`config.mk`:
```
export PLATFORM = sky130hd
export DESIGN_NAME = http_chunked_body_decoder
export DESIGN_NICKNAME = d
export VERILOG_FILES = /design/src/sv/chb_pkg.sv /design/src/sv/chb_step.sv /design/src/sv/http_chunked_body_decoder.sv
export SDC_FILE = /design/constraint.sdc
export NUM_CORES = 1
export LEC_CHECK = 0
export BUFFER_PORTS_ARGS = -buffer_cell sky130_fd_sc_hd__buf_4
export CORE_UTILIZATION = 43
export DETAILED_ROUTE_END_ITERATION = 8
export GPL_ROUTABILITY_DRIVEN = 0
export GPL_TIMING_DRIVEN = 0
export PLACE_DENSITY = 0.56
export SETUP_SLACK_MARGIN = 0.15
export SLEW_MARGIN = 20
export SYNTH_ARGS = -nofsm -noshare
export SYNTH_HDL_FRONTEND = slang
export SYNTH_SLANG_ARGS = --single-unit
```
`constraint.sdc`:
```
create_clock -name clk -period 17.3 [get_ports clk]
set_input_delay 0 -clock clk [delete_from_list [all_inputs] [get_ports clk]]
set_output_delay 0 -clock clk [all_outputs]
set_load 0.01 [all_outputs]
```
`src/sv/chb_pkg.sv`:
```
// Shared types, codes and helpers for the chunked body decoder.
`default_nettype none

package chb_pkg;

    localparam int SIZE_BITS_DEF  = 32;
    localparam int COUNT_BITS_DEF = 32;
    localparam int CFG_W          = 32;
    localparam int TOTAL_W        = 32;
    localparam int BYTE_W         = 8;
    localparam int STATUS_W       = 3;
    localparam int M_TDATA_W      = 48;

    localparam logic [CFG_W-1:0]  MAX_BODY_RST = 32'd1048576;
    localparam logic [BYTE_W-1:0] CH_CR        = 8'h0d;
    localparam logic [BYTE_W-1:0] CH_LF        = 8'h0a;

    typedef enum logic [8:0] {
        PH_SIZE_FIRST = 9'b000000001,
        PH_SIZE_MORE  = 9'b000000010,
        PH_SIZE_LF    = 9'b000000100,
        PH_DATA       = 9'b000001000,
        PH_DATA_CR    = 9'b000010000,
        PH_DATA_LF    = 9'b000100000,
        PH_LAST_CR    = 9'b001000000,
        PH_LAST_LF    = 9'b010000000,
        PH_DONE       = 9'b100000000
    } phase_t;

    typedef enum logic [STATUS_W-1:0] {
        ST_BUSY  = 3'd0,
        ST_DONE  = 3'd1,
        ST_BAD   = 3'd2,
        ST_BIG   = 3'd3,
        ST_AFTER = 3'd4
    } status_t;

    // One result word as produced by the step logic.
    typedef struct packed {
        logic                   payload_valid;
        logic [BYTE_W-1:0]      payload_byte;
        status_t                status;
        logic [TOTAL_W-1:0]     data_total;
    } result_t;

    // Bit 4 set when the byte is a hex digit, bits 3:0 hold its value.
    function automatic logic [4:0] hex_value(input logic [BYTE_W-1:0] c);
        logic [4:0] r;
        r = 5'd0;
        if (c inside {[8'h30:8'h39]}) begin
            r = {1'b1, 4'(c - 8'h30)};
        end else if (c inside {[8'h61:8'h66]}) begin
            r = {1'b1, 4'(c - 8'h57)};
        end else if (c inside {[8'h41:8'h46]}) begin
            r = {1'b1, 4'(c - 8'h37)};
        end
        return r;
    endfunction

endpackage

`default_nettype wire

```
`src/sv/chb_step.sv`:
```
// Next-state and result logic for one received byte.
`default_nettype none

module chb_step #(
    parameter int SIZE_BITS  = chb_pkg::SIZE_BITS_DEF,
    parameter int COUNT_BITS = chb_pkg::COUNT_BITS_DEF
) (
    input  wire logic [chb_pkg::BYTE_W-1:0] data_byte,
    input  wire logic                       message_start,
    input  wire logic [chb_pkg::CFG_W-1:0]  max_body_size,
    input  chb_pkg::phase_t                 phase,
    input  wire logic [SIZE_BITS-1:0]       chunk_size_acc,
    input  wire logic [SIZE_BITS-1:0]       data_left,
    input  wire logic [COUNT_BITS-1:0]      wire_count,
    input  wire logic [COUNT_BITS-1:0]      payload_total,
    input  chb_pkg::status_t                status,
    output chb_pkg::phase_t                 phase_next,
    output logic [SIZE_BITS-1:0]            chunk_size_acc_next,
    output logic [SIZE_BITS-1:0]            data_left_next,
    output logic [COUNT_BITS-1:0]           wire_count_next,
    output logic [COUNT_BITS-1:0]           payload_total_next,
    output chb_pkg::status_t                status_next,
    output chb_pkg::result_t                result
);

    localparam int CMP_W = (COUNT_BITS > chb_pkg::CFG_W) ? COUNT_BITS : chb_pkg::CFG_W;

    chb_pkg::phase_t         ph;
    chb_pkg::status_t        st;
    logic [SIZE_BITS-1:0]    acc;
    logic [SIZE_BITS-1:0]    dl;
    logic [SIZE_BITS-1:0]    acc_shift;
    logic [SIZE_BITS-1:0]    dl_dec;
    logic [COUNT_BITS-1:0]   wc;
    logic [COUNT_BITS-1:0]   wc_inc;
    logic [COUNT_BITS-1:0]   pt;
    logic [4:0]              hex;
    logic                    size_ovf;
    logic                    pv;
    logic [chb_pkg::TOTAL_W-1:0] total_sat;

    always_comb begin
        // A new body starts from the reset state before this byte.
        ph  = message_start ? chb_pkg::PH_SIZE_FIRST : phase;
        st  = message_start ? chb_pkg::ST_BUSY : status;
        acc = message_start ? '0 : chunk_size_acc;
        dl  = message_start ? '0 : data_left;
        wc  = message_start ? '0 : wire_count;
        pt  = message_start ? '0 : payload_total;

        hex       = chb_pkg::hex_value(data_byte);
        acc_shift = {acc[SIZE_BITS-5:0], hex[3:0]};
        size_ovf  = (|acc[SIZE_BITS-1:SIZE_BITS-4]) || (acc_shift == '1);
        wc_inc    = (wc != '1) ? wc + COUNT_BITS'(1) : wc;
        dl_dec    = (dl != '0) ? dl - SIZE_BITS'(1) : dl;

        phase_next          = ph;
        status_next         = st;
        chunk_size_acc_next = acc;
        data_left_next      = dl;
        wire_count_next     = wc;
        payload_total_next  = pt;
        pv                  = 1'b0;

        case (st)
            chb_pkg::ST_DONE: begin
                status_next = chb_pkg::ST_AFTER;
            end
            chb_pkg::ST_BUSY: begin
                wire_count_next = wc_inc;
                if (CMP_W'(wc_inc) > CMP_W'(max_body_size)) begin
                    status_next = chb_pkg::ST_BIG;
                end else begin
                    case (ph)
                        chb_pkg::PH_SIZE_FIRST,
                        chb_pkg::PH_SIZE_MORE: begin
                            if (hex[4]) begin
                                if (size_ovf) begin
                                    status_next = chb_pkg::ST_BAD;
                                end else begin
                                    chunk_size_acc_next = acc_shift;
                                    phase_next          = chb_pkg::PH_SIZE_MORE;
                                end
                            end else if (data_byte == chb_pkg::CH_CR &&
                                         ph == chb_pkg::PH_SIZE_MORE) begin
                                phase_next = chb_pkg::PH_SIZE_LF;
                            end else begin
                                status_next = chb_pkg::ST_BAD;
                            end
                        end
                        chb_pkg::PH_SIZE_LF: begin
                            if (data_byte != chb_pkg::CH_LF) begin
                                status_next = chb_pkg::ST_BAD;
                            end else begin
                                if (acc == '0) begin
                                    phase_next = chb_pkg::PH_LAST_CR;
                                end else begin
                                    data_left_next = acc;
                                    phase_next     = chb_pkg::PH_DATA;
                                end
                                chunk_size_acc_next = '0;
                            end
                        end
                        chb_pkg::PH_DATA: begin
                            pv                 = 1'b1;
                            payload_total_next = (pt != '1) ? pt + COUNT_BITS'(1) : pt;
                            data_left_next     = dl_dec;
                            if (dl_dec == '0) begin
                                phase_next = chb_pkg::PH_DATA_CR;
                            end
                        end
                        chb_pkg::PH_DATA_CR: begin
                            if (data_byte == chb_pkg::CH_CR) phase_next = chb_pkg::PH_DATA_LF;
                            else status_next = chb_pkg::ST_BAD;
                        end
                        chb_pkg::PH_DATA_LF: begin
                            if (data_byte == chb_pkg::CH_LF) phase_next = chb_pkg::PH_SIZE_FIRST;
                            else status_next = chb_pkg::ST_BAD;
                        end
                        chb_pkg::PH_LAST_CR: begin
                            if (data_byte == chb_pkg::CH_CR) phase_next = chb_pkg::PH_LAST_LF;
                            else status_next = chb_pkg::ST_BAD;
                        end
                        chb_pkg::PH_LAST_LF: begin
                            if (data_byte == chb_pkg::CH_LF) begin
                                phase_next  = chb_pkg::PH_DONE;
                                status_next = chb_pkg::ST_DONE;
                            end else begin
                                status_next = chb_pkg::ST_BAD;
                            end
                        end
                        default: begin
                            status_next = chb_pkg::ST_BAD;
                        end
                    endcase
                end
            end
            default: begin
                // error codes hold until a new body starts
            end
        endcase
    end

    generate
        if (COUNT_BITS > chb_pkg::TOTAL_W) begin : g_sat
            assign total_sat = (|payload_total_next[COUNT_BITS-1:chb_pkg::TOTAL_W]) ?
                               '1 : payload_total_next[chb_pkg::TOTAL_W-1:0];
        end else begin : g_ext
            assign total_sat = chb_pkg::TOTAL_W'(payload_total_next);
        end
    endgenerate

    assign result.payload_valid = pv;
    assign result.payload_byte  = pv ? data_byte : '0;
    assign result.status        = status_next;
    assign result.data_total    = total_sat;

endmodule

`default_nettype wire

```
`src/sv/http_chunked_body_decoder.sv`:
```
// Top level of the HTTP/1.1 chunked body decoder.
//
// Channels:
//   s_*   : one received body byte per word. s_tdata holds data_byte,
//           s_tuser[0] is message_start (clears decoder state before the byte).
//   m_*   : one result word per input word. m_tuser[0] is payload_valid,
//           m_tdata holds payload_byte, status and data_total.
//   cfg_* : write of max_body_size; always ready, takes effect at once.
// Throughput: one byte per cycle sustained while m_tready stays high. The chunk
// state loop (phase, size accumulator, counters) closes through chb_step.
// Path: an accepted byte moves from the input register to the result register,
// and m_tvalid rises once the result register holds its word.
// Reset: clears both pipeline valids and all decoder state; max_body_size
// returns to 1 MiB. The block is ready as soon as reset is released.
// Stall: when m_tready is low the result register holds, the input
// register still fills, then s_tready drops until the result is taken.
`default_nettype none

module http_chunked_body_decoder #(
    parameter int SIZE_BITS  = chb_pkg::SIZE_BITS_DEF,
    parameter int COUNT_BITS = chb_pkg::COUNT_BITS_DEF
) (
    input  wire logic                          clk,
    input  wire logic                          rst_n,
    input  wire logic                          s_tvalid,
    output logic                               s_tready,
    input  wire logic [chb_pkg::BYTE_W-1:0]    s_tdata,   // [7:0] data_byte
    input  wire logic [0:0]                    s_tuser,   // [0] message_start
    output logic                               m_tvalid,
    input  wire logic                          m_tready,
    // [7:0] payload_byte, [10:8] status, [42:11] data_total, [47:43] zero
    output logic [chb_pkg::M_TDATA_W-1:0]      m_tdata,
    output logic [0:0]                         m_tuser,   // [0] payload_valid
    input  wire logic                          cfg_valid,
    output logic                               cfg_ready,
    input  wire logic [chb_pkg::CFG_W-1:0]     cfg_data
);

    localparam int PACK_W = chb_pkg::BYTE_W + chb_pkg::STATUS_W + chb_pkg::TOTAL_W;

    // Input register
    logic                          in_vld_reg;
    logic [chb_pkg::BYTE_W-1:0]    in_byte_reg;
    logic                          in_start_reg;

    // Decoder state
    chb_pkg::phase_t               phase_reg;
    chb_pkg::phase_t               phase_next;
    logic [SIZE_BITS-1:0]          chunk_size_acc_reg;
    logic [SIZE_BITS-1:0]          chunk_size_acc_next;
    logic [SIZE_BITS-1:0]          data_left_reg;
    logic [SIZE_BITS-1:0]          data_left_next;
    logic [COUNT_BITS-1:0]         wire_count_reg;
    logic [COUNT_BITS-1:0]         wire_count_next;
    logic [COUNT_BITS-1:0]         payload_total_reg;
    logic [COUNT_BITS-1:0]         payload_total_next;
    chb_pkg::status_t              status_reg;
    chb_pkg::status_t              status_next;

    logic [chb_pkg::CFG_W-1:0]     max_body_size_reg;

    // Result register
    logic                          out_vld_reg;
    chb_pkg::result_t              out_res_reg;
    chb_pkg::result_t              step_res;

    logic                          advance;

    // The input stage moves into the result stage when the result slot is
    // free or is being emptied this cycle.
    assign advance  = in_vld_reg && (!out_vld_reg || m_tready);
    assign s_tready = !in_vld_reg || advance;
    assign cfg_ready = 1'b1;

    chb_step #(
        .SIZE_BITS  (SIZE_BITS),
        .COUNT_BITS (COUNT_BITS)
    ) u_step (
        .data_byte           (in_byte_reg),
        .message_start       (in_start_reg),
        .max_body_size       (max_body_size_reg),
        .phase               (phase_reg),
        .chunk_size_acc      (chunk_size_acc_reg),
        .data_left           (data_left_reg),
        .wire_count          (wire_count_reg),
        .payload_total       (payload_total_reg),
        .status              (status_reg),
        .phase_next          (phase_next),
        .chunk_size_acc_next (chunk_size_acc_next),
        .data_left_next      (data_left_next),
        .wire_count_next     (wire_count_next),
        .payload_total_next  (payload_total_next),
        .status_next         (status_next),
        .result              (step_res)
    );

    // Config register
    always_ff @(posedge clk or negedge rst_n)
    begin
        if (!rst_n)
        begin
            max_body_size_reg <= chb_pkg::MAX_BODY_RST;
        end
        else if (cfg_valid && cfg_ready)
        begin
            max_body_size_reg <= cfg_data;
        end
    end

    // Input stage
    always_ff @(posedge clk or negedge rst_n)
    begin
        if (!rst_n)
        begin
            in_vld_reg <= 1'b0;
        end
        else if (s_tready)
        begin
            in_vld_reg <= s_tvalid;
        end
    end

    always_ff @(posedge clk)
    begin
        if (s_tvalid && s_tready)
        begin
            in_byte_reg  <= s_tdata;
            in_start_reg <= s_tuser[0];
        end
    end

    // Decoder state updates once per byte moved to the result stage
    always_ff @(posedge clk or negedge rst_n)
    begin
        if (!rst_n)
        begin
            phase_reg          <= chb_pkg::PH_SIZE_FIRST;
            chunk_size_acc_reg <= '0;
            data_left_reg      <= '0;
            wire_count_reg     <= '0;
            payload_total_reg  <= '0;
            status_reg         <= chb_pkg::ST_BUSY;
        end
        else if (advance)
        begin
            phase_reg          <= phase_next;
            chunk_size_acc_reg <= chunk_size_acc_next;
            data_left_reg      <= data_left_next;
            wire_count_reg     <= wire_count_next;
            payload_total_reg  <= payload_total_next;
            status_reg         <= status_next;
        end
    end

    // Result stage
    always_ff @(posedge clk or negedge rst_n)
    begin
        if (!rst_n)
        begin
            out_vld_reg <= 1'b0;
        end
        else if (advance)
        begin
            out_vld_reg <= 1'b1;
        end
        else if (m_tready)
        begin
            out_vld_reg <= 1'b0;
        end
    end

    always_ff @(posedge clk)
    begin
        if (advance)
        begin
            out_res_reg <= step_res;
        end
    end

    assign m_tvalid   = out_vld_reg;
    assign m_tuser[0] = out_res_reg.payload_valid;
    assign m_tdata    = {{(chb_pkg::M_TDATA_W - PACK_W){1'b0}},
                         out_res_reg.data_total,
                         out_res_reg.status,
                         out_res_reg.payload_byte};

    // An error code stays put until a new body starts.
    assert property (@(posedge clk) disable iff (!rst_n)
        (advance && !in_start_reg &&
         (status_reg == chb_pkg::ST_BAD || status_reg == chb_pkg::ST_BIG ||
          status_reg == chb_pkg::ST_AFTER))
        |=> $stable(status_reg))
        else $error("sticky error status changed");

    // Payload only flows while the body is still in progress.
    assert property (@(posedge clk) disable iff (!rst_n)
        (out_vld_reg && out_res_reg.payload_valid) |-> (out_res_reg.status == chb_pkg::ST_BUSY))
        else $error("payload byte with non-busy status");

    // An empty result slot never blocks the input.
    assert property (@(posedge clk) disable iff (!rst_n)
        !out_vld_reg |-> s_tready)
        else $error("input stalled with empty result register");

endmodule

`default_nettype wire
```
==> impl_metrics.env, run 1 <==
export IMPL_outcome="completed"
export IMPL_routed_wl_um=51270
export IMPL_cts_hold_buffers_added=49
export IMPL_drc_errors=0
export IMPL_multi_input_area_sq_mm=0.007807
export IMPL_worst_r2r_path_depth=27
export IMPL_fmaxAchievable_ghz=0.08733
export IMPL_clock_sinks=227
export IMPL_setup_worst_path_class="register to register"
export IMPL_cp_data_arrival_time_ps=11720
export IMPL_crit_path_start_kind="register"
export IMPL_max_slew_worst_pin_slew_ps=1295
export IMPL_antennaDiodeCount=0
export IMPL_maximum_number_of_pins_on_one_net_before_global_route_repair=75
export IMPL_cts_clk_slew_worst_paths_ps=60
export IMPL_netlist_top_cells_count="sky130_fd_sc_hd__dfrtp_1, sky130_fd_sc_hd__nand2_1, sky130_fd_sc_hd__nor2_1"
export IMPL_timing_final_crit_share=0.6619
export IMPL_clkLatencyLatePin_ps=560
export IMPL_setup_violations_final=0
export IMPL_p_comb_frac=0.225
export IMPL_post_cts_setup_buffer_count=0
export IMPL_avgSynthCellArea_sq_um=8.928
export IMPL_synth_edf_count=53
export IMPL_synthMostInstantiatedCell="sky130_fd_sc_hd__dfrtp_1"
export IMPL_grt_pass1_vias=13160
export IMPL_max_cap_violations=0
export IMPL_routed_wire_length_per_instance_um=22.78
export IMPL_synth_warning_count=0
export IMPL_via_count=14020
export IMPL_power_sequential_fraction=0.404
export IMPL_port_buffers=90
export IMPL_rsz0062_at_grt="no"
export IMPL_synth_seq_area_share=0.4136
export IMPL_synth_largest_type_area_fraction=0.2993
export IMPL_worstPathMaxFanout=10
export IMPL_cp_data_required_time_ps=17570
export IMPL_power_share_clock=0.370
export IMPL_period_minus_slack_ps=11450
export IMPL_p_int_mw=1.076
export IMPL_fp_coreArea_sq_mm=0.03270
export IMPL_finalCoreUtilization=0.5239
export IMPL_drive_above_1_share=0.09674
export IMPL_syn_cell_area_sq_mm=0.01438
export IMPL_startpoint_of_the_most_critical_register_to_register_path="in_start_reg"
export IMPL_final_setup_skew_ps=19.26
export IMPL_worst_hold_end="max_body_size_reg[0]"
export IMPL_worst_r2r_setup_slack_ps=5850
export IMPL_grt_antenna_before_repair=0
export IMPL_finalSetupTns_ps=0
export IMPL_synth_cells=1611
export IMPL_power_per_cell_area_mw_per_mm2=93.20
export IMPL_synth_main_ff_cell="sky130_fd_sc_hd__dfrtp_1"
export IMPL_max_stage_delay_ps=940
export IMPL_worst_setup_path_end_kind="register"
export IMPL_die_x_um=184.9
export IMPL_drt_antenna_net_count=0
export IMPL_post_route_cell_area_sq_mm=0.01713
export IMPL_final_hold_viol_count=0
export IMPL_worst_path_max_delay_cell="sky130_fd_sc_hd__a2111oi_1"
export IMPL_vdd_drop_max_mv=0.07386
export IMPL_ioPinCount=98
export IMPL_p_sw_mw=0.5208
export IMPL_detailedPlacementHpwl_um=36160
export IMPL_first_iter_violations=1343
export IMPL_ctsRootBufferMaster="sky130_fd_sc_hd__clkbuf_16"
export IMPL_min_delay_start="cfg_valid"
export IMPL_initial_utilization=0.4398
export IMPL_worst_slew_margin_rel=0.1361
export IMPL_worstReg2RegEnd="m_tdata[40]"
export IMPL_largest_reg_flops=43
export IMPL_tritoncts="done"
export IMPL_min_path_type="input pin to register"
export IMPL_synth_top_cells_by_area="sky130_fd_sc_hd__dfrtp_1, sky130_fd_sc_hd__edfxtp_1, sky130_fd_sc_hd__nand2_1"
export IMPL_register_area_sq_mm=0.005948
export IMPL_cts_max_path_buffers=3
export IMPL_switching_share=0.3261
export IMPL_area_delta_synth_final_pct=19.12
export IMPL_yosys_area_top_type="sky130_fd_sc_hd__dfrtp_1"
export IMPL_ctsHtreeMaxLevel=1
export IMPL_layout_nets=1873
export IMPL_place_area_sq_mm=0.01572
export IMPL_track_usage=0.3018
export IMPL_cts_resized_gates=0
export IMPL_slew_violations=0
export IMPL_die_y_um=184.9
export IMPL_cts_buffers_inserted=28
export IMPL_async_reset_ff_frac=0.7665
export IMPL_power_leakage_nw=7.127
export IMPL_grt_first_pass_wirelength_um=78870
export IMPL_drt_pass1_iterations=6
export IMPL_cp_common_cell="sky130_fd_sc_hd__clkbuf_1"
export IMPL_whs_path_depth=2
export IMPL_fillerInstances=3153
export IMPL_yosys_cell_types_count=86
export IMPL_rows=66
export IMPL_synth_seq_cells=227
export IMPL_drt_vias_per_instance=6.227
export IMPL_die_area_sq_mm=0.03418
export IMPL_total_global_routing_overflow=0
## layout by cell type (no fill, tap or decap), types with 18 or more instances in the layout
cell type	instances
sky130_fd_sc_hd__nor3_1	49
sky130_fd_sc_hd__nor2b_1	31
sky130_fd_sc_hd__a21o_1	26
sky130_fd_sc_hd__edfxtp_1	53
sky130_fd_sc_hd__a21oi_1	57
sky130_fd_sc_hd__clkbuf_16	29
sky130_fd_sc_hd__buf_4	96
sky130_fd_sc_hd__a22oi_1	18
sky130_fd_sc_hd__or3_1	18
sky130_fd_sc_hd__inv_1	49
sky130_fd_sc_hd__dlygate4sd3_1	48
sky130_fd_sc_hd__o31ai_1	22
sky130_fd_sc_hd__o21ai_0	109
sky130_fd_sc_hd__and3_1	23
sky130_fd_sc_hd__dfrtp_1	172
sky130_fd_sc_hd__xnor2_1	48
sky130_fd_sc_hd__nor2_1	120
sky130_fd_sc_hd__nand2_1	169
sky130_fd_sc_hd__nand4_1	50
sky130_fd_sc_hd__a22o_1	41
sky130_fd_sc_hd__mux2i_1	23
sky130_fd_sc_hd__ha_1	40
sky130_fd_sc_hd__nor4_1	34
sky130_fd_sc_hd__clkbuf_1	99
sky130_fd_sc_hd__nand3_1	49
sky130_fd_sc_hd__a31oi_1	18
## final cells by class
cell class / count / share of cell area
Clock inverter: 11 / 0.007741
Clock buffer: 41 / 0.04557
Inverter: 50 / 0.01095
Sequential cell: 227 / 0.3472
Timing Repair Buffer: 142 / 0.07347
Multi-Input combinational cell: 1226 / 0.4557
Tap cell: 442 / 0.03228
Buffer: 112 / 0.02709
## through the flow
| stage | hold slack (ps) | cells | worst slack [ps] | power, mW |
|---|---|---|---|---|
| after floorplan | -295.6 | 1615 | 10700 | 0.8520 |
| after global placement | 178.2 | 2147 | 5923 | 0.9873 |
| after detailed placement | -112.5 | 2150 | 6362 | 0.9956 |
| after CTS | 5.324 | 2251 | 6329 | 1.599 |
| after global routing | 48.13 | 2251 | 5656 | 1.665 |
| final | 21.76 | 2251 | 5849 | 1.597 |
## per-layer routing
layer  part of all wire  track usage  wire (um)
met1               0.44       0.4259      22560
met2               0.43       0.4620      22140
met3              0.083      0.04306       4254
met4              0.045       0.1260       2308
met5                  0            0          0
## power groups by stage
stage / clock, mW / combinational (mW) / sequential (mW)
floorplan: 0 / 0.209 / 0.643
global placement: 0 / 0.334 / 0.653
detailed placement: 0 / 0.342 / 0.653
CTS: 0.601 / 0.354 / 0.644
global route: 0.622 / 0.392 / 0.651
finish: 0.591 / 0.360 / 0.646
## cells by family (layout without fill, tap and decap cells)
family	Yosys count	after routing	synth area share
compound gates	448	448	0.2179
xor+xnor	64	64	0.03897
fa+ha+maj	40	40	0.03480
buf+inv	162	356	0.04506
flops	227	227	0.4136
mux	30	30	0.02149
other cells	2	6	0.0005222
simple gates	638	638	0.2277
## worst max-delay path, delay by kind of cell (launching register included)
| family | cells | cell delay, ps |
|---|---|---|
| flops | 1 | 670 |
| buf+inv | 9 | 4850 |
| xor+xnor | 1 | 230 |
| compound gates | 3 | 1690 |
| fa+ha+maj | 2 | 590 |
| simple gates | 12 | 3140 |
## how the worst max path moves through the flow
stage	from	end	slack, ps	cells after the start
2_1_floorplan	in_start_reg	data_left_reg[12]	10700	26
3_3_place_gp	in_start_reg	m_tdata[23]	5920	26
3_5_place_dp	in_start_reg	m_tdata[40]	6360	27
4_1_cts	in_start_reg	m_tdata[40]	6330	27
5_1_grt	in_start_reg	m_tdata[40]	5660	27
6_report	in_start_reg	m_tdata[40]	5850	27
Note: power is estimated with default switching activity, not from simulation.
==> inputs of run 2 (changes only) <==
--- a/config.mk
+++ b/config.mk
@@ -10,7 +10,7 @@
 export DETAILED_ROUTE_END_ITERATION = 8
 export GPL_ROUTABILITY_DRIVEN = 0
 export GPL_TIMING_DRIVEN = 0
-export PLACE_DENSITY = 0.56
+export PLACE_DENSITY = 0.58
 export SETUP_SLACK_MARGIN = 0.15
 export SLEW_MARGIN = 20
 export SYNTH_ARGS = -nofsm -noshare
==> constraint.sdc (replaced) <==
create_clock -name clk -period 10.2 [get_ports clk]
set_input_delay 0 -clock clk [delete_from_list [all_inputs] [get_ports clk]]
set_output_delay 0 -clock clk [all_outputs]
set_load 0.01 [all_outputs]
==> run 2 against run 1 <==
Hold slack got worse by 0.91 ps. Sequential power rose by 70%. Via count rose by 0.22%. Non-clock buffer count did not move. Die area did not move. Cell count fell by 0.13%. Utilization rose by 0.20 points. Largest cell class unchanged. Largest power group unchanged. Highest routed layer unchanged.
==> impl_metrics.env, run 2 (synthesis gave the netlist of run 1 again) <==
export IMPL_via_count=14050
export IMPL_max_cap_violations=0
export IMPL_m1WireLength_um=22190
export IMPL_met2_wirelength_um=21800
export IMPL_largest_reg_flops=43
export IMPL_initial_utilization=0.4398
export IMPL_worst_slew_margin_rel=0.1440
export IMPL_post_cts_setup_buffer_count=0
export IMPL_first_iter_violations=1393
export IMPL_setup_worst_path_class="register to register"
export IMPL_p_comb_frac=0.222
export IMPL_maximum_number_of_pins_on_one_net_before_global_route_repair=86
export IMPL_clkLatencyLatePin_ps=540
export IMPL_place_area_sq_mm=0.01572
export IMPL_drc_errors=0
export IMPL_final_setup_skew_ps=10.83
export IMPL_die_area_sq_mm=0.03418
export IMPL_port_buffers=90
export IMPL_power_sequential_fraction=0.399
export IMPL_routed_wl_um=50390
export IMPL_numPlacedInstances=2150
export IMPL_min_path_type="input pin to register"
export IMPL_total_global_routing_overflow=0
export IMPL_register_area_sq_mm=0.005948
export IMPL_multi_input_area_sq_mm=0.007823
export IMPL_fmaxAchievable_ghz=0.1015
export IMPL_cp_common_cell="sky130_fd_sc_hd__clkbuf_1"
export IMPL_ioPinCount=98
export IMPL_cp_top_family="buffers and inverters"
export IMPL_power_share_clock=0.379
export IMPL_power_per_cell_area_mw_per_mm2=159.7
export IMPL_grt_antenna_before_repair=0
export IMPL_layout_cells_non_filler=2248
export IMPL_timing_final_crit_share=0.9658
export IMPL_power_leakage_nw=7.161
export IMPL_mostFrequentLayoutCells="sky130_fd_sc_hd__dfrtp_1, sky130_fd_sc_hd__nand2_1, sky130_fd_sc_hd__nor2_1"
export IMPL_hold_ws_ps=20.85
export IMPL_slew_violations=0
export IMPL_ctsRootBufferMaster="sky130_fd_sc_hd__clkbuf_16"
export IMPL_rows=66
export IMPL_setup_violations_final=0
export IMPL_timing_critical_path_buf_inv=9
export IMPL_period_minus_slack_ps=9851
export IMPL_cts_clk_slew_worst_paths_ps=60
export IMPL_max_stage_delay_ps=680
export IMPL_rsz0062_at_grt="no"
export IMPL_finalCoreUtilization=0.5259
export IMPL_grt_first_pass_wirelength_um=78000
export IMPL_min_delay_start="cfg_valid"
export IMPL_p_int_mw=1.867
export IMPL_post_route_cell_area_sq_mm=0.01720
export IMPL_tritoncts="done"
export IMPL_fillerInstances=3100
export IMPL_cts_max_path_buffers=3
export IMPL_met3_length_um=4069
export IMPL_fp_coreArea_sq_mm=0.03270
export IMPL_drt_pass1_iterations=5
export IMPL_max_slew_worst_pin_slew_ps=1283
export IMPL_maxUsedRoutingLayer="met4"
export IMPL_worstPathMaxFanout=10
export IMPL_die_y_um=184.9
export IMPL_grt_pass1_vias=13220
export IMPL_area_delta_synth_final_pct=19.57
export IMPL_crit_path_start_kind="register"
export IMPL_worst_path_max_delay_cell="sky130_fd_sc_hd__edfxtp_1"
export IMPL_drt_vias_per_instance=6.249
export IMPL_total_power_mw=2.746
export IMPL_die_x_um=184.9
export IMPL_setup_worst_path_start="in_start_reg"
export IMPL_cts_buffers_inserted=27
export IMPL_drive_above_1_share=0.1030
export IMPL_drt_antenna_net_count=0
export IMPL_track_usage=0.2990
export IMPL_outcome="completed"
export IMPL_detailedPlacementHpwl_um=35680
export IMPL_switching_share=0.3201
export IMPL_routed_wire_length_per_instance_um=22.42
export IMPL_clock_sinks=227
export IMPL_worst_setup_path_end_kind="register"
export IMPL_cp_data_arrival_time_ps=10130
export IMPL_cp_data_required_time_ps=10480
export IMPL_layout_nets=1872
export IMPL_most_common_library_cell_in_the_layout_ignoring_fill_and_taps="sky130_fd_sc_hd__dfrtp_1"
export IMPL_vdd_drop_max_mv=0.1326
export IMPL_p_sw_mw=0.8789
export IMPL_final_hold_viol_count=0
export IMPL_startpoint_of_the_most_critical_register_to_register_path="in_start_reg"
export IMPL_ctsHtreeMaxLevel=1
export IMPL_antennaDiodeCount=0
[run 2: cell count changes in the layout (fill, tap and decap cells not counted), sizes merged]
cell	change
buf	-1
clkinv	-1
clkbuf	-2
bufinv	+1
[run 2: repair_timing]
action | in CTS | in global routing
hold buffers | 49 | 0
endpoints found under the hold margin | 159 | 0
setup endpoints to repair | 104 | 31
gates resized for setup | 4 | 3
[run 2: worst paths after layout]
path,to,slack (ps),depth (start not counted)
setup / recovery,m_tdata[23],350,26
hold / removal,max_body_size_reg[0],20,2
setup reg to reg,m_tdata[23],350,26
hold reg to reg,wire_count_reg[15],480,2
max in group asynchronous,data_left_reg[28],8860,5
min in group asynchronous,max_body_size_reg[20],540,3
[run 2: power groups by stage]
| stage | Clock, mW | Combinational (mW) | Sequential, mW |
|---|---|---|---|
| 6_report | 1.04 | 0.610 | 1.10 |
| 5_1_grt | 1.09 | 0.662 | 1.10 |
| 4_1_cts | 1.05 | 0.597 | 1.09 |
| 3_5_place_dp | 0 | 0.578 | 1.11 |
| 3_3_place_gp | 0 | 0.564 | 1.11 |
| 2_1_floorplan | 0 | 0.355 | 1.09 |
[run 2: metal layers]
layer  vias up  global-route usage
met2       708              0.4567
met3       165             0.04247
met4         0              0.1322
met1      6794              0.4201
met5         -                   0
li1       6381                   -
[run 2: layout make-up]
type,instances,area share
Multi-Input combinational cell,1226,0.4549
Clock inverter,11,0.009313
Buffer,112,0.02721
Inverter,50,0.01091
Tap cell,442,0.03216
Clock buffer,38,0.04649
Sequential cell,227,0.3459
Timing Repair Buffer,142,0.07319
[run 2: worst reg2reg max path, stage by stage, from the launching register on]
cell and delay [ps]:
sky130_fd_sc_hd__edfxtp_1 680, sky130_fd_sc_hd__clkbuf_2 480, sky130_fd_sc_hd__clkbuf_1 550, sky130_fd_sc_hd__clkbuf_2 470
sky130_fd_sc_hd__buf_2 340, sky130_fd_sc_hd__clkbuf_1 530, sky130_fd_sc_hd__clkbuf_2 470, sky130_fd_sc_hd__nor2b_1 120
sky130_fd_sc_hd__ha_1 220, sky130_fd_sc_hd__and4b_1 200, sky130_fd_sc_hd__and3_1 220, sky130_fd_sc_hd__a2111oi_2 640
sky130_fd_sc_hd__and4_1 270, sky130_fd_sc_hd__clkbuf_1 240, sky130_fd_sc_hd__nand4_1 250, sky130_fd_sc_hd__xor2_1 200
sky130_fd_sc_hd__nor2_1 60, sky130_fd_sc_hd__ha_1 320, sky130_fd_sc_hd__nand4_1 190, sky130_fd_sc_hd__nor4_1 490
sky130_fd_sc_hd__o311ai_2 340, sky130_fd_sc_hd__a21oi_1 530, sky130_fd_sc_hd__clkbuf_1 560, sky130_fd_sc_hd__clkbuf_1 590
sky130_fd_sc_hd__nor3_1 200, sky130_fd_sc_hd__xnor2_1 360, sky130_fd_sc_hd__nor2_1 70
[run 2: through the flow]
step / TNS, ps / setup slack, ps
floorplan: 0 / 3599
global placement: -35890 / -907.5
detailed placement: -14780 / -624.4
CTS: 0 / 190.7
global route: 0 / 77.56
finish: 0 / 348.9
==> inputs of run 3 (changes only) <==
--- a/config.mk
+++ b/config.mk
@@ -6,6 +6,7 @@
 export NUM_CORES = 1
 export LEC_CHECK = 0
 export BUFFER_PORTS_ARGS = -buffer_cell sky130_fd_sc_hd__buf_4
+export CORE_MARGIN = 2
 export CORE_UTILIZATION = 43
 export DETAILED_ROUTE_END_ITERATION = 8
 export GPL_ROUTABILITY_DRIVEN = 0
==> constraint.sdc (replaced) <==
create_clock -name clk -period 8.5 [get_ports clk]
set_input_delay 0 -clock clk [delete_from_list [all_inputs] [get_ports clk]]
set_output_delay 0 -clock clk [all_outputs]
set_load 0.01 [all_outputs]
==> run 3 against run 2 <==
Cell count is essentially flat. Fmax rose by 22%. Utilization is 0.19 points lower. Die area is 2.2% higher. Clock power is 14% higher. Final area fell by 0.36%. Via count is 0.80% higher. Critical path type unchanged. Critical endpoint is now m_tdata[40]. Largest power group unchanged.
==> impl_metrics.env, run 3 (synthesis gave the netlist of run 1 again) <==
export IMPL_outcome="completed"
export IMPL_detailedPlacementHpwl_um=35600
export IMPL_cp_common_cell="sky130_fd_sc_hd__clkbuf_2"
export IMPL_max_cap_violations=0
export IMPL_ioPinCount=98
export IMPL_final_hold_viol_count=0
export IMPL_most_common_library_cell_in_the_layout_ignoring_fill_and_taps="sky130_fd_sc_hd__dfrtp_1"
export IMPL_area_delta_synth_final_pct=19.15
export IMPL_slew_violations=0
export IMPL_finalCoreUtilization=0.5240
export IMPL_total_global_routing_overflow=0
export IMPL_drt_vias_per_instance=6.302
export IMPL_worst_setup_path_end_kind="register"
export IMPL_setup_worst_path_start="in_start_reg"
export IMPL_worst_path_max_delay_cell="sky130_fd_sc_hd__or4b_2"
export IMPL_grt_first_pass_wirelength_um=78260
export IMPL_power_per_cell_area_mw_per_mm2=189.4
export IMPL_clkLatencyLatePin_ps=550
export IMPL_ctsHtreeMaxLevel=1
export IMPL_layout_nets=1870
export IMPL_setup_worst_path_class="register to register"
export IMPL_first_iter_violations=1672
export IMPL_period_minus_slack_ps=8097
export IMPL_die_y_um=186.9
export IMPL_die_x_um=186.9
export IMPL_setup_violations_final=0
export IMPL_routed_wire_length_per_instance_um=22.63
export IMPL_drc_errors=0
export IMPL_crit_path_start_kind="register"
export IMPL_finalWorstSetupSlack_ps=402.7
export IMPL_largest_reg_flops=43
export IMPL_drt_antenna_net_count=0
export IMPL_power_leakage_nw=7.121
export IMPL_min_path_type="input pin to asynchronous set/reset pin"
export IMPL_rsz0062_at_grt="no"
export IMPL_fmaxAchievable_ghz=0.1235
export IMPL_die_area_sq_mm=0.03493
export IMPL_timing_final_crit_share=0.9526
export IMPL_cts_buffers_inserted=27
export IMPL_worst_slew_margin_rel=0.1906
export IMPL_fp_coreArea_sq_mm=0.03270
export IMPL_max_slew_worst_pin_slew_ps=1214
export IMPL_vdd_drop_max_mv=0.1517
export IMPL_drt_pass1_iterations=5
export IMPL_maximum_number_of_pins_on_one_net_before_global_route_repair=93
export IMPL_startpoint_of_the_most_critical_register_to_register_path="in_start_reg"
export IMPL_tritoncts="done"
export IMPL_clock_sinks=227
export IMPL_cts_max_path_buffers=3
export IMPL_drive_above_1_share=0.1075
export IMPL_cp_data_required_time_ps=8810
export IMPL_cp_data_arrival_time_ps=8410
export IMPL_ctsRootBufferMaster="sky130_fd_sc_hd__clkbuf_16"
export IMPL_cts_clk_slew_worst_paths_ps=60
export IMPL_mostFrequentLayoutCells="sky130_fd_sc_hd__dfrtp_1, sky130_fd_sc_hd__nand2_1, sky130_fd_sc_hd__nor2_1"
export IMPL_grt_pass1_vias=13160
export IMPL_rows=66
export IMPL_final_setup_skew_ps=14.85
export IMPL_initial_utilization=0.4398
export IMPL_dpl_worst_slack_ps=-2375
export IMPL_max_stage_delay_ps=690
export IMPL_grt_antenna_before_repair=0
export IMPL_routed_wl_um=50840
export IMPL_port_buffers=90
export IMPL_via_count=14160
export IMPL_track_usage=0.2838
export IMPL_worstPathMaxFanout=19
run 3: stage by stage:
stage | area [sq um] | setup TNS, ps | hold WS [ps] | std cells | total power, mW
after floorplan | 14400 | 0 | -295.6 | 1615 | 1.734
after global placement | 15630 | -282200 | 178.7 | 2147 | 2.009
after detailed placement | 15690 | -254510 | 43.46 | 2149 | 2.024
after CTS | 17100 | 0 | 67.22 | 2246 | 3.230
after global routing | 17130 | 0 | 84.83 | 2246 | 3.368
final | 17140 | 0 | 9.571 | 2247 | 3.245
run 3: layer usage:
layer  vias to the layer above  wire length, um  track usage  share of wire
met5                         -                0            0              0
met1                      6892            22360       0.4073           0.44
met3                       149             4135      0.03527          0.081
li1                       6381                -            -              -
met4                         0             1943       0.1041          0.038
met2                       738            22400       0.4401           0.44
run 3: worst paths after layout:
| kind | to | slack, ps | cells after the start |
|---|---|---|---|
| worst max-delay path | m_tdata[40] | 400 | 28 |
| worst min-delay path | in_vld_reg | 10 | 2 |
| worst max register to register | m_tdata[40] | 400 | 28 |
| worst min register to register | m_tvalid | 490 | 1 |
| max in group asynchronous | payload_total_reg[8] | 7560 | 3 |
| min in group clk | in_byte_reg[6] | 170 | 2 |
run 3: worst max-delay path, delay by kind of cell (launching register included):
kind	cells	cell delay (ps)
adders and majority gates	2	500
DFF	1	460
buffers and inverters	8	2520
and+or+nand+nor	11	2380
AOI/OAI and AO/OA	6	1760
xor gates and xnor gates	1	210
run 3: repair_timing:
action | in CTS | in global routing
setup endpoints to repair | 150 | 60
setup buffers | 1 | 0
hold buffers | 48 | 0
hold endpoints to repair | 125 | 0
resized for setup | 13 | 7
cloned | 0 | 0
run 3: where the power goes:
part           internal (mW)  leakage, nW  switching (mW)
Clock                  0.703        0.427           0.488
Sequential              1.22         2.85          0.0966
Combinational          0.250         3.85           0.490
Total                   2.17         7.12            1.07
run 3: area by class of cell:
type	instances	area [sq um]
Fill cell	3044	15560
Timing Repair Buffer	141	1219
Inverter	50	187.7
Clock buffer	33	698.2
Buffer	111	473.0
Multi-Input combinational cell	1226	7870
Sequential cell	227	5948
Antenna cell	1	2.502
Clock inverter	16	185.2
Tap cell	442	553.0
